==> config.mk <==
export PLATFORM = sky130hd
export DESIGN_NAME = sibg_front
export DESIGN_NICKNAME = d
export VERILOG_FILES = /design/src/design/sibg_pkg.sv /design/src/design/sibg_front.sv
export SDC_FILE = /design/constraint.sdc
export NUM_CORES = 1
export LEC_CHECK = 0
export BUFFER_PORTS_ARGS = -buffer_cell sky130_fd_sc_hd__buf_4
export CORE_ASPECT_RATIO = 0.7
export CORE_MARGIN = 1.5
export CORE_UTILIZATION = 35
export CTS_CLUSTER_SIZE = 25
export DETAILED_ROUTE_END_ITERATION = 12
export GPL_TIMING_DRIVEN = 0
export MAX_ROUTING_LAYER = met4
export SYNTH_ARGS = -nofsm -noshare
export SYNTH_HDL_FRONTEND = slang
export SYNTH_SLANG_ARGS = --single-unit
==> constraint.sdc <==
create_clock -name clock -period 9.23 [get_ports clock]
set_input_delay 0.4615 -clock clock [delete_from_list [all_inputs] [get_ports clock]]
set_output_delay 0.4615 -clock clock [all_outputs]
set_load 0.01 [all_outputs]
==> src/design/sibg_pkg.sv <==
// ----------------------------------------------------------------------------
// sibg_pkg: shared types and constants of the static IMU initializer
// Window geometry, arithmetic widths, status codes, sequencer states and the
// structs that pass between the front queue, the back end and the divider.
// ----------------------------------------------------------------------------
`default_nettype none

package sibg_pkg;

   localparam int WIN_DEPTH   = 256;
   localparam int WIN_AW      = $clog2(WIN_DEPTH);
   localparam int FILL_W      = WIN_AW + 1;
   localparam int MIN_SAMPLES = 10;
   localparam int LANES       = 6;
   localparam int LAT_N       = 9;
   localparam int SUM_W       = 32 + WIN_AW;
   localparam int NUM_W       = SUM_W + 2;
   localparam int ACC_W       = 49 + WIN_AW;
   localparam int DIV_NW      = 64;
   localparam int DIV_DW      = 32;
   localparam int DIV_CW      = $clog2(DIV_NW);
   localparam int QUE_DEPTH   = 2;
   localparam int QUE_AW      = $clog2(QUE_DEPTH);
   localparam int CSR_IW      = 3;
   localparam int CSR_DW      = 31;

   localparam logic [CSR_IW-1:0] CSR_SETTLE    = 3'd0;
   localparam logic [CSR_IW-1:0] CSR_WIN_LIMIT = 3'd1;
   localparam logic [CSR_IW-1:0] CSR_GRAV_MAG  = 3'd2;
   localparam logic [CSR_IW-1:0] CSR_GYRO_LIM  = 3'd3;
   localparam logic [CSR_IW-1:0] CSR_ACCEL_LIM = 3'd4;

   typedef enum logic [2:0] {
      STAT_COLLECT = 3'd0,
      STAT_FEW     = 3'd1,
      STAT_GYRO    = 3'd2,
      STAT_ACCEL   = 3'd3,
      STAT_DONE    = 3'd4
   } status_type;

   typedef enum logic [3:0] {
      S_IDLE, S_SUM, S_MEAN_GO, S_MEAN_WAIT, S_VAR, S_VDIV_GO, S_VDIV_WAIT,
      S_NOISE, S_MSQ, S_SQRT, S_GMUL, S_GDIV_GO, S_GDIV_WAIT, S_LATCH, S_FINISH
   } seq_state_type;

   typedef struct packed {
      logic [47:0]            ts;
      logic [LANES-1:0][31:0] samp;
   } item_type;

   typedef struct packed {
      logic [25:0] settle_time_us;
      logic [7:0]  window_limit;
      logic [30:0] gravity_magnitude;
      logic [30:0] gyro_var_limit;
      logic [30:0] accel_var_limit;
   } cfg_type;

   typedef struct packed {
      logic              start;
      logic [DIV_NW-1:0] dividend;
      logic [DIV_DW-1:0] divisor;
   } div_req_type;

   typedef struct packed {
      logic              done;
      logic [DIV_NW-1:0] quot;
   } div_rsp_type;

endpackage

`default_nettype wire

==> src/design/sibg_front.sv <==
// ----------------------------------------------------------------------------
// sibg_front: input side of the static IMU initializer
// Accepts sample transactions and holds them in a short queue for the back end.
// ----------------------------------------------------------------------------
`default_nettype none

module sibg_front import sibg_pkg::*; (
   input  wire logic     clock,
   input  wire logic     reset,
   input  wire logic     req_valid,
   output logic          req_stall,
   input  wire item_type req_item,
   output logic          q_vld,
   output item_type      q_item,
   input  wire logic     q_pop
);

   item_type              buf_ff [QUE_DEPTH];
   logic [QUE_AW-1:0]     wr_ff;
   logic [QUE_AW-1:0]     rd_ff;
   logic [QUE_AW:0]       cnt_ff;
   logic                  push;

   assign req_stall = (cnt_ff == (QUE_AW+1)'(QUE_DEPTH));
   assign push      = req_valid && !req_stall;
   assign q_vld     = (cnt_ff != '0);
   assign q_item    = buf_ff[rd_ff];

   always_ff @(posedge clock) begin
      if (push) begin
         buf_ff[wr_ff] <= req_item;
      end
   end

   always_ff @(posedge clock) begin
      if (reset) begin
         wr_ff  <= '0;
         rd_ff  <= '0;
         cnt_ff <= '0;
      end else begin
         if (push) begin
            wr_ff <= wr_ff + 1'b1;
         end
         if (q_pop) begin
            rd_ff <= rd_ff + 1'b1;
         end
         // advance the count by push minus pop
         if (push && !q_pop) begin
            cnt_ff <= cnt_ff + 1'b1;
         end else if (!push && q_pop) begin
            cnt_ff <= cnt_ff - 1'b1;
         end
      end
   end

endmodule

`default_nettype wire

==> flow_summary.json <==
{
  "critPathKind": "reg2out",
  "grt-busiest-layer": "met2",
  "skew_ns": 0.0259,
  "clkTransAtPathRegs_ns": 0.06,
  "core-area_mm2": 0.0523,
  "numCtsBuffers": 48,
  "tritoncts": "built",
  "worst_slew_margin_rel": 0.510,
  "die_y_um": 196,
  "syn_inst": 772,
  "multiInputGateArea_mm2": 0.00356,
  "viasPerCell": 4.41,
  "hpwl_mm": 27.5,
  "grtUsageMet2": 0.237,
  "synth_top_area_frac": 0.777,
  "worst-r2r-setup-slack_ns": 7.04,
  "insertion_delay_ns": 0.57,
  "area_growth_pct": 33.2,
  "max_freq_mhz": 418,
  "grt.met1_usage": 0.169,
  "htree_levels": 2,
  "rows": 70,
  "synthTopCellsByArea": "edfxtp_1 78%, mux2_4 16%, mux2_2 2.4%, buf_12 2.4%, dfxtp_1 0.54%",
  "yosys_warnings": 0,
  "hold_path.class": "in2reg",
  "synth_area_mm2": 0.0186,
  "dp.cells": 1947,
  "drv_slew": 0,
  "setup_viol": 0,
  "antenna_found_initial": 4,
  "synth_common_cells": "480 x edfxtp_1, 200 x mux2_4, 40 x mux2_2",
  "reg2reg_to": "buf_ff[0][197]",
  "cap_violations": 0,
  "seq_area_frac_synth": 0.782,
  "final_antenna_net_count": 0,
  "yosysUniqueCellTypes": 18,
  "cp-start-kind": "flop",
  "ff2ff_path_depth": 4,
  "drive_above_1_share": 0.611,
  "finalCritPeriodShare": 0.259,
  "fillCellCount": 4416,
  "crit_fanout": 10,
  "dr.pass1.iters": 4,
  "seqCellArea_mm2": 0.0145,
  "pwr_density_cell_mw_per_mm2": 225,
  "synth_edf_count": 480,
  "tns_ns": 0,
  "finalCriticalPeriod_ns": 2.39,
  "die-area_mm2": 0.0544,
  "clockBufferDepth": 3,
  "place.gp.congestion": 0.723,
  "grt_pass1_wl_mm": 58.6,
  "fin_cells": 2036,
  "worstPathRequired_ns": 8.77,
  "cts_setup_buffers": 0,
  "hold-worst-slack_ns": 0.0711,
  "hold_buffers": 0,
  "numClockSinks": 485,
  "ys_seq_elements": 485,
  "yosys.area.top_type": "edfxtp_1",
  "die_w_um": 278,
  "initial_core_util": 0.355,
  "routedWlPerCell_um": 19.6,
  "drt_iter0_drc": 384,
  "synth_fp_nets": 1017,
  "avgSynthCellArea_um2": 24.0,
  "p_leak_nw": 9.57,
  "cts_resized": 0,
  "grt_pass1_vias": 9664,
  "worst_pin_slew_ns": 0.734,
  "rsz0062_at_grt": "no",
  "gr-total-overflow": 0,
  "drc_errors": 0,
  "wl_mm": 39.8,
  "peakVddDrop_mv": 0.144,
  "cts_root_buf": "clkbuf_16",
  "finalHoldViolCount": 0,
  "grt_usage": 0.148,
  "p_total_mw": 5.56,
  "fin_nets": 1558,
  "r2r-start": "cnt_ff[0]",
  "via_count": 8987,
  "arrival_ns": 1.93,
  "async_flop_share": 0,
  "met3_usage": 0.0672,
  "io_buffers": 485,
  "endpoint": "q_item[131]",
  "boundaryPins": 486,
  "endpoint_kind": "output port",
  "dominantRegCellSynth": "edfxtp_1",
  "status": "finished clean",
  "synthMostInstantiatedCell": "edfxtp_1",
  "final_util": 0.473,
  "grt_max_degree": 112
}
==> kinds of logic (layout without fill, tap and decap cells) <==
family,count (synthesis),count (layout),synth area share
buf+inv,30,606,0.0260
fa+ha+maj,1,1,0.000674
mux,240,240,0.186
xor+xnor,3,3,0.00142
other cells,0,4,0
simple gates,9,9,0.00250
compound gates,4,4,0.00108
flops,485,485,0.782
==> metal layers <==
metal  vias to the layer above  routed length [um]  part of all wire
met2                       304               19400              0.49
met4                         0                 663             0.017
met3                        54                4180              0.10
li1                       4163                   -                 -
met5                         -                   0                 0
met1                      4466               15600              0.39
==> area by class of cell <==
type                    instances  share of cell area
flip-flops and latches        485               0.587
clock inverters                23             0.00815
clock buffers                  62              0.0516
plain buffers                  27              0.0191
diodes                          4            0.000405
multi-input cells             257               0.144
inverters                       3            0.000759
well taps                     684              0.0346
repair buffers                491               0.154
==> sequential cells by signal, summed over array words and instances (netlist names), named ones only <==
register	flops
buf_ff	480
rd_ff	1
cnt_ff	2
wr_ff	1
==> placed cells by master (no fill, tap or decap), types with 3 or more instances in the layout <==
master	n
buf_2	4
nor2_1	4
mux2_2	40
clkinv_2	4
buf_16	6
buf_4	485
clkbuf_1	13
dfxtp_1	5
bufinv_16	3
clkbuf_16	49
edfxtp_1	480
mux2_4	200
buf_12	22
inv_6	3
clkinv_1	10
diode_2	4
==> critical path, cell delays in order, from the launching register on <==
cell,delay [ns]
dfxtp_1,0.32
buf_6,0.14
buf_12,0.22
buf_12,0.19
mux2_4,0.32
buf_4,0.14
==> stage by stage <==
stage / instance area (um^2) / setup WS, ns
global placement: 23100 / -1.27
floorplan: 18600 / 2.49
global route: 24700 / 6.75
finish: 24700 / 6.84
detailed placement: 23200 / 6.95
CTS: 24700 / 6.76
==> report_power, final <==
| group | total (mW) | switching, mW | internal, mW |
|---|---|---|---|
| sequential | 2.72 | 0.0460 | 2.68 |
| clock | 1.86 | 0.796 | 1.06 |
| combinational | 0.978 | 0.449 | 0.530 |
| total | 5.56 | 1.29 | 4.26 |
==> worst min path at each step <==
stage | slack (ns) | from | end | depth (start not counted)
floorplan | 0.45 | wr_ff | wr_ff | 2
global placement | 0.48 | wr_ff | wr_ff | 2
detailed placement | 0.51 | rd_ff | flop | 2
CTS | 0.02 | req_item[110] | buf_ff[0][110] | 1
global route | 0.03 | req_item[109] | buf_ff[0][109] | 1
finish | 0.07 | req_item[110] | buf_ff[0][110] | 1
Note: power is estimated with default switching activity, not from simulation.
