`src/design/sibg_pkg.sv`:
```
// ----------------------------------------------------------------------------
// sibg_pkg: shared types and constants of the static IMU initializer
// Window geometry, arithmetic widths, status codes, sequencer states and the
// structs that pass between the front queue, the back end and the divider.
// ----------------------------------------------------------------------------
`default_nettype none

package sibg_pkg;

   localparam int WIN_DEPTH   = 256;
   localparam int WIN_AW      = $clog2(WIN_DEPTH);
   localparam int FILL_W      = WIN_AW + 1;
   localparam int MIN_SAMPLES = 10;
   localparam int LANES       = 6;
   localparam int LAT_N       = 9;
   localparam int SUM_W       = 32 + WIN_AW;
   localparam int NUM_W       = SUM_W + 2;
   localparam int ACC_W       = 49 + WIN_AW;
   localparam int DIV_NW      = 64;
   localparam int DIV_DW      = 32;
   localparam int DIV_CW      = $clog2(DIV_NW);
   localparam int QUE_DEPTH   = 2;
   localparam int QUE_AW      = $clog2(QUE_DEPTH);
   localparam int CSR_IW      = 3;
   localparam int CSR_DW      = 31;

   localparam logic [CSR_IW-1:0] CSR_SETTLE    = 3'd0;
   localparam logic [CSR_IW-1:0] CSR_WIN_LIMIT = 3'd1;
   localparam logic [CSR_IW-1:0] CSR_GRAV_MAG  = 3'd2;
   localparam logic [CSR_IW-1:0] CSR_GYRO_LIM  = 3'd3;
   localparam logic [CSR_IW-1:0] CSR_ACCEL_LIM = 3'd4;

   typedef enum logic [2:0] {
      STAT_COLLECT = 3'd0,
      STAT_FEW     = 3'd1,
      STAT_GYRO    = 3'd2,
      STAT_ACCEL   = 3'd3,
      STAT_DONE    = 3'd4
   } status_type;

   typedef enum logic [3:0] {
      S_IDLE, S_SUM, S_MEAN_GO, S_MEAN_WAIT, S_VAR, S_VDIV_GO, S_VDIV_WAIT,
      S_NOISE, S_MSQ, S_SQRT, S_GMUL, S_GDIV_GO, S_GDIV_WAIT, S_LATCH, S_FINISH
   } seq_state_type;

   typedef struct packed {
      logic [47:0]            ts;
      logic [LANES-1:0][31:0] samp;
   } item_type;

   typedef struct packed {
      logic [25:0] settle_time_us;
      logic [7:0]  window_limit;
      logic [30:0] gravity_magnitude;
      logic [30:0] gyro_var_limit;
      logic [30:0] accel_var_limit;
   } cfg_type;

   typedef struct packed {
      logic              start;
      logic [DIV_NW-1:0] dividend;
      logic [DIV_DW-1:0] divisor;
   } div_req_type;

   typedef struct packed {
      logic              done;
      logic [DIV_NW-1:0] quot;
   } div_rsp_type;

endpackage

`default_nettype wire

```
`src/design/sibg_div.sv`:
```
// ----------------------------------------------------------------------------
// sibg_div: shared serial divider
// Restoring unsigned division, one quotient bit per cycle.
// ----------------------------------------------------------------------------
`default_nettype none

module sibg_div import sibg_pkg::*; (
   input  wire logic        clock,
   input  wire logic        reset,
   input  wire div_req_type req,
   output div_rsp_type      rsp
);

   logic [DIV_NW-1:0] quo_ff;
   logic [DIV_DW-1:0] rem_ff;
   logic [DIV_DW-1:0] dvs_ff;
   logic [DIV_CW-1:0] cnt_ff;
   logic              run_ff;
   logic              done_ff;
   logic [DIV_DW:0]   sh;
   logic [DIV_DW:0]   diff;
   logic              ge;

   assign sh   = {rem_ff, quo_ff[DIV_NW-1]};
   assign diff = sh - {1'b0, dvs_ff};
   assign ge   = (sh >= {1'b0, dvs_ff});

   assign rsp.done = done_ff;
   assign rsp.quot = quo_ff;

   always_ff @(posedge clock) begin
      if (reset) begin
         run_ff  <= 1'b0;
         done_ff <= 1'b0;
         cnt_ff  <= '0;
      end else begin
         done_ff <= 1'b0;
         if (req.start) begin
            run_ff <= 1'b1;
            cnt_ff <= '0;
         end else if (run_ff) begin
            cnt_ff <= cnt_ff + 1'b1;
            if (cnt_ff == DIV_CW'(DIV_NW - 1)) begin
               run_ff  <= 1'b0;
               done_ff <= 1'b1;
            end
         end
      end
   end

   always_ff @(posedge clock) begin
      if (req.start) begin
         quo_ff <= req.dividend;
         rem_ff <= '0;
         dvs_ff <= req.divisor;
      end else if (run_ff) begin
         quo_ff <= {quo_ff[DIV_NW-2:0], ge};
         rem_ff <= ge ? diff[DIV_DW-1:0] : sh[DIV_DW-1:0];
      end
   end

endmodule

`default_nettype wire

```
`config.mk`:
```
export PLATFORM = sky130hd
export DESIGN_NAME = sibg_div
export DESIGN_NICKNAME = d
export VERILOG_FILES = /design/src/design/sibg_pkg.sv /design/src/design/sibg_div.sv
export SDC_FILE = /design/constraint.sdc
export NUM_CORES = 1
export LEC_CHECK = 0
export ABC_AREA = 1
export BUFFER_PORTS_ARGS = -buffer_cell sky130_fd_sc_hd__buf_2
export CORE_ASPECT_RATIO = 0.75
export CORE_MARGIN = 1
export CORE_UTILIZATION = 50
export DETAILED_ROUTE_END_ITERATION = 10
export PLACE_DENSITY = 0.8
export SETUP_SLACK_MARGIN = 0.15
export SYNTH_ARGS = -nofsm -noshare
export SYNTH_HDL_FRONTEND = slang
export SYNTH_SLANG_ARGS = --single-unit
```
`constraint.sdc`:
```
create_clock -name clock -period 4.4 [get_ports clock]
set_input_delay 0.44 -clock clock [delete_from_list [all_inputs] [get_ports clock]]
set_output_delay 0.44 -clock clock [all_outputs]
set_load 0.02 [all_outputs]
```
==> impl_metrics.ini, run 1 <==
[pwr]
sw_frac_of_total = 0.2829
power.internal_mw = 2.498
seq_power_share = 0.437
pwr-share-clk = 0.432
comb_power_share = 0.131
ir_drop_v = 0.0001893
p_sw_uw = 985.4
p_per_area_mw_per_mm2 = 355.0
leakagePower_nw = 5.272

[drt]
drc = 0
detail_route.iter0.violations = 688
via_count = 7571
via_per_inst = 5.017
wl_per_cell_um = 14.36
wirelength_mm = 21.67
ant_nets = 0
drtPass1Iterations = 6

[cts]
post_cts_buffers = 0
worstSkewPairLatency_ps = 430
cts.sinks = 136
postCtsHoldBufs = 0
cts_tree = done
cts_resized = 0
htreeDepth = 4
cts_inserted_buffers = 17
path_clk_slew_ps = 70
clockRootBuffer = clkbuf_16
cts.path.max_buffers = 2

[timing]
rsz0062_at_grt = false
worstMarginPinSlew_ps = 1094
setup_viol = 0
setup_ws_ps = 1689
slew_viol_final = 0
fmax_mhz = 368.8
tns_ps = 0
hold_viol_final = 0
slew_headroom = 0.2706
clock_skew_ps = 11.59
finalCritPeriodShare = 0.6162
period_minus_slack_ps = 2711

[yosys]
synthTopCellsByArea = edfxtp_1, nand2_1, dfxtp_1, inv_1, ha_1
ys_warn_count = 0
synth_top_cell_by_area = edfxtp_1
synthMostInstantiatedCell = nand2_1
synthArstFlopShare = 0
synthFlopType = edfxtp_1
synth_cells = 1128
synth-edff-count = 96
syn_area_sq_mm = 0.008222
yosysSeqAreaShare = 0.4480
synthTopCellsByCount = nand2_1, inv_1, edfxtp_1, nand3_1, nor2_1
yosysUniqueCellTypes = 36
synth.net_count = 1261
synth_seq_cells = 136
synth_top_area_frac = 0.3506
syn_area_per_cell_sq_um = 7.289

[place]
dp_hpwl_mm = 16.07
place_ws_ps = 1745
portBuffers = 163
place_congestion = 0.9407
place_area_sq_mm = 0.009185

[status]
status = completed

[worst_setup_path]
rr_worst_depth = 15
startpoint_type = flop
cpMostUsedCell = nand2_1
timing.critical_path.max_delay_family = simple AND/OR/NAND/NOR gates
worstPathArrival_ps = 3060
crit_cells = 15
r2r_start = dvs_ff[8]
critical_path.startpoint = dvs_ff[8]
slowest_stage = nand2_2
crit_fanout = 32
crit_path_end_kind = flop
worstReg2RegEnd = rem_ff[5]
critPathRequiredTime_ps = 4750
cp_num_buf_inv = 3
ff2ff_setup_slack_ps = 1690
max_stage_delay_ps = 440
crit_type = flop to flop
crit_chain = inv_1 > ha_1 > nand2_1 > inv_1 > nand2_1 > nand2_1 > inv_2 > nand3_2 > nand2_1 > nand2_2 > nand2_2 > nand2_4 > nand2_1 > nand3_1 > o21ai_1

[job]
cap_violations = 0

[global_route]
first_global_vias = 6912
grt_first_pass_wirelength_mm = 34.80
grt_use_total = 0.2656
grt_overflow = 0
antenna_found_initial = 0
grt_start_max_net_pins = 81

[die]
die_w_um = 150.1
io-pin-count = 164
coreArea_sq_mm = 0.01607
row_count = 40
initial_utilization = 0.5118
die_h_um = 113.1
die-area_sq_mm = 0.01697

[final_layout]
nets = 1419
final_area_sq_mm = 0.009812
num_antenna_cells = 0
syn_to_final_growth_pct = 19.34
drive_gt1_frac = 0.1786
fillers = 1449

[worst_hold_path]
holdCritStartpoint = req[10]
hold_end = dvs_ff[10]
hold_path_class = primary input to flop
hold_depth = 1
==> worst max-delay path by stage <==
stage	endpoint	slack, ps
3_3_place_gp	rem_ff[5]	1830
3_5_place_dp	rem_ff[5]	1740
6_report	rem_ff[5]	1690
4_1_cts	rem_ff[5]	1700
2_1_floorplan	quo_ff[0]	1290
5_1_grt	rem_ff[0]	1450
==> power groups by stage <==
stage / sequential, mW / combinational, mW / clock, mW
2_1_floorplan: 1.62 / 0.203 / 0
3_3_place_gp: 1.54 / 0.448 / 0
3_5_place_dp: 1.55 / 0.454 / 0
4_1_cts: 1.52 / 0.457 / 1.52
5_1_grt: 1.53 / 0.503 / 1.58
6_report: 1.52 / 0.458 / 1.51
==> registers in the layout, summed over array words and instances (netlist names) <==
name,cells
run_ff,1
done_ff,1
cnt_ff,6
rem_ff,32
dvs_ff,32
quo_ff,64
==> layout by cell type (no fill, tap or decap), types with 2 or more instances in the layout <==
master	count
a21oi_1	27
a31oi_1	2
and2_1	3
buf_2	162
buf_4	8
bufinv_16	2
clkbuf_16	17
clkinv_8	3
clkinvlp_4	2
dfxtp_1	40
edfxtp_1	96
ha_1	33
inv_1	180
inv_2	4
inv_6	5
inv_8	3
nand2_1	502
nand2_2	8
nand3_1	74
nand3_2	8
nand3b_1	14
nand4_1	8
nor2_1	40
nor2_2	6
nor2_4	2
nor3_1	5
o21a_1	2
o21ai_0	10
o21ai_1	10
o21bai_1	3
xnor2_1	13
==> worst reg2reg max path, stage by stage, from the launching register on <==
cell and delay, ps:
edfxtp_1 370, inv_1 80, ha_1 280, nand2_1 150, inv_1 50, nand2_1 60
nand2_1 70, inv_2 60, nand3_2 130, nand2_1 130, nand2_2 70, nand2_2 440
nand2_4 400, nand2_1 160, nand3_1 80, o21ai_1 110
==> kinds of logic after synthesis <==
group           after synthesis  synth area share
buf+inv                     215            0.1050
flops                       136            0.4480
compound gates               55           0.03561
fa+ha+maj                    34           0.05266
simple gates                674            0.3438
xor+xnor                     14           0.01491
==> routing by layer <==
layer | up-vias | GRT usage | part of all wire
li1 | 3831 | - | -
met1 | 3419 | 0.3861 | 0.48
met2 | 289 | 0.3889 | 0.43
met4 | 0 | 0.1064 | 0.024
met5 | - | 0 | 0
met3 | 32 | 0.04879 | 0.065
==> cell type report <==
cell class              instances  area [sq um]  share of cell area
well taps                     210         262.8             0.02678
repair buffers                170         870.8             0.08875
clock buffers                  17         425.4             0.04336
clock inverters                15         201.4             0.02053
multi-input cells             777          3677              0.3748
inverters                     184         690.7             0.07039
flip-flops and latches        136          3684              0.3754
==> metrics by stage <==
stage	power, mW	utilization	cells	hold WS [ps]
after detailed placement	2.000	0.5717	1477	456.7
after global routing	3.615	0.6107	1509	166.8
after CTS	3.499	0.6107	1509	172.4
after floorplan	1.825	-	1128	443.6
final	3.483	0.6107	1509	182.7
after global placement	1.991	0.5717	1477	457.1
No activity file was read; power rests on OpenSTA's default activity.
==> inputs of run 2 (changes only) <==
- ABC_AREA: 1 -> 0
- clock period: 4.4 -> 2.59 ns (I/O delays scaled with it)
==> impl_metrics.ini, run 2 <==
[status]
status = finished with violations
violations = negative setup slack

[cts]
cts.sinks = 136
clockRootBuffer = clkbuf_16
cts.path.max_buffers = 2
cts_tree = done
cts_inserted_buffers = 17
htreeDepth = 4
path_clk_slew_ps = 60
worstSkewPairLatency_ps = 440

[worst_setup_path]
critPathRequiredTime_ps = 2930
endpoint = rem_ff[30]
crit_type = flop to flop
startpoint_type = flop
rr_worst_depth = 10
cpMostUsedCell = a21o_1
worstReg2RegEnd = rem_ff[30]
ff2ff_setup_slack_ps = -240
slowest_stage = or4_1
r2r_start = rem_ff[25]
max_stage_delay_ps = 550
crit_chain = ha_4 > a21o_1 > a21o_1 > a21oi_2 > o21a_1 > o221ai_4 > buf_6 > o21a_4 > or4_1 > o211ai_1
critical_path.startpoint = rem_ff[25]
crit_path_end_kind = flop
worstPathArrival_ps = 3170
crit_fanout = 6

[yosys]
yosysSeqAreaShare = 0.4837
synthMostInstantiatedCell = edfxtp_1
yosysUniqueCellTypes = 74
synth_seq_cells = 136
synthTopCellsByCount = edfxtp_1, mux2_2, nor2_1, nand2_1, inv_1
ys_warn_count = 0
synth_top_area_frac = 0.3785
syn_area_per_cell_sq_um = 10.74
synth-edff-count = 96
syn_area_sq_mm = 0.007616
synth_top_cell_by_area = edfxtp_1
synthTopCellsByArea = edfxtp_1, dfxtp_1, mux2_2, ha_1, nor2_1
synth_cells = 709
synthFlopType = edfxtp_1
synth.net_count = 842
synthArstFlopShare = 0

[pwr]
p_per_area_mw_per_mm2 = 621.0
ir_drop_v = 0.0005094
p_sw_mw = 1.992
power.internal_mw = 4.780
comb_power_share = 0.247
leakagePower_nw = 4.592
seq_power_share = 0.390
pwr-share-clk = 0.363
p_total_mw = 6.773
sw_frac_of_total = 0.2942

[timing]
period_minus_slack_ps = 2829
finalCritPeriodShare = 1.092
tns_ps = -2273
setup_viol = 32
slew_viol_final = 0
worstMarginPinSlew_ps = 724.1
hold_viol_final = 0
rsz0062_at_grt = true
slew_headroom = 0.5172
clock_skew_ps = 8.874
setup_ws_ps = -238.7
fmax_mhz = 353.5

[die]
row_count = 38
initial_utilization = 0.5201
coreArea_sq_mm = 0.01464
die_w_um = 144.5
die-area_sq_mm = 0.01574
die_h_um = 108.9
io-pin-count = 164

[drt]
via_per_inst = 5.914
wl_per_cell_um = 19.89
detail_route.iter0.violations = 728
drc = 0
wirelength_mm = 24.07
via_count = 7156
drtPass1Iterations = 6
ant_nets = 0

[final_layout]
instances_no_fill = 1210
syn_to_final_growth_pct = 43.21
largest_reg_flops = 64
layout_commonest_cell = buf_2
fillers = 949
layout_common_cells = buf_2, buf_4, edfxtp_1, mux2_2, nor2_1
reg_top3 = quo_ff (64), dvs_ff (32), rem_ff (32)
top_register = quo_ff
drive_gt1_frac = 0.4708
nets = 1129

[place]
placedCellCount = 1129
portBuffers = 163
place_congestion = 0.9257
dp_hpwl_mm = 14.58

[global_route]
grt_use_total = 0.3012
grt_overflow = 0
grt_first_pass_wirelength_mm = 35.42
grt_start_max_net_pins = 65
antenna_found_initial = 1
first_global_vias = 6851

[worst_hold_path]
hold_path_class = primary input to flop

[job]
cap_violations = 0
## run 2: routing by layer
layer  GRT usage  vias to the layer above  routed length [um]
met3     0.07554                       99                2180
met1      0.3871                     3418                9502
met5           0                        -                   0
met2      0.4876                      415               11490
met4      0.1203                        0                 900
li1            -                     3224                   -
## run 2: layout make-up
type	count	area, sq um	area share
flip-flops and latches	136	3685	0.3378
multi-input cells	484	4069	0.3731
repair buffers	312	2137	0.1959
clock inverters	12	143.9	0.01319
diodes	1	2.502	0.0002294
well taps	200	250.2	0.02294
inverters	45	172.7	0.01583
clock buffers	20	446.7	0.04095
## run 2: worst max-delay path, delay by kind of cell, from the launching register on
kind	cells	cell delay (ps)
simple gates	1	550
buf+inv	1	160
compound gates	7	1310
fa+ha+maj	1	250
flops	1	450
## run 2: worst min path at each step
stage             from  slack (ps)  depth (start not counted)         end
2_1_floorplan    reset         330                          1      run_ff
3_3_place_gp   req[10]         440                          1  dvs_ff[10]
3_5_place_dp   req[17]         440                          1  dvs_ff[17]
4_1_cts         req[7]         0.8                          1   dvs_ff[7]
5_1_grt          reset           5                          2      run_ff
6_report        req[0]           6                          1   dvs_ff[0]
## run 2: cell families after synthesis
| logic type | count (synthesis) | synth area share |
|---|---|---|
| and+or+nand+nor | 185 | 0.1178 |
| AOI/OAI and AO/OA | 165 | 0.1548 |
| DFF | 136 | 0.4837 |
| buffers and inverters | 92 | 0.05388 |
| muxes | 67 | 0.09857 |
| adders and majority gates | 34 | 0.05684 |
| xor gates and xnor gates | 30 | 0.03450 |
## run 2: through the flow
step                utilization  setup WS (ps)  cell area, sq um  hold slack, ps
CTS                      0.7253          6.273             10620          0.7737
detailed placement       0.6360         -231.4              9314           437.1
finish                   0.7448         -238.7             10910           5.827
global placement         0.6360         -146.6              9314           436.7
floorplan                     -          40.73              7676           331.4
global route             0.7448         -271.2             10910           5.018
## run 2: power by group through the flow
stage / sequential [mW] / clock (mW) / combinational [mW]
final: 2.64 / 2.46 / 1.67
after global routing: 2.66 / 2.55 / 1.78
after CTS: 2.64 / 2.46 / 1.55
after detailed placement: 2.67 / 0 / 1.39
after global placement: 2.66 / 0 / 1.37
after floorplan: 2.80 / 0 / 0.713
## run 2: what timing repair did
| item | CTS | global route |
|---|---|---|
| resized for setup | 83 | 27 |
| setup endpoints to repair | 33 | 33 |
| gates cloned | 3 | 1 |
| hold endpoints to repair | 20 | 4 |
| pin swaps | 53 | 12 |
| setup buffers | 13 | 7 |
| hold buffers | 20 | 4 |
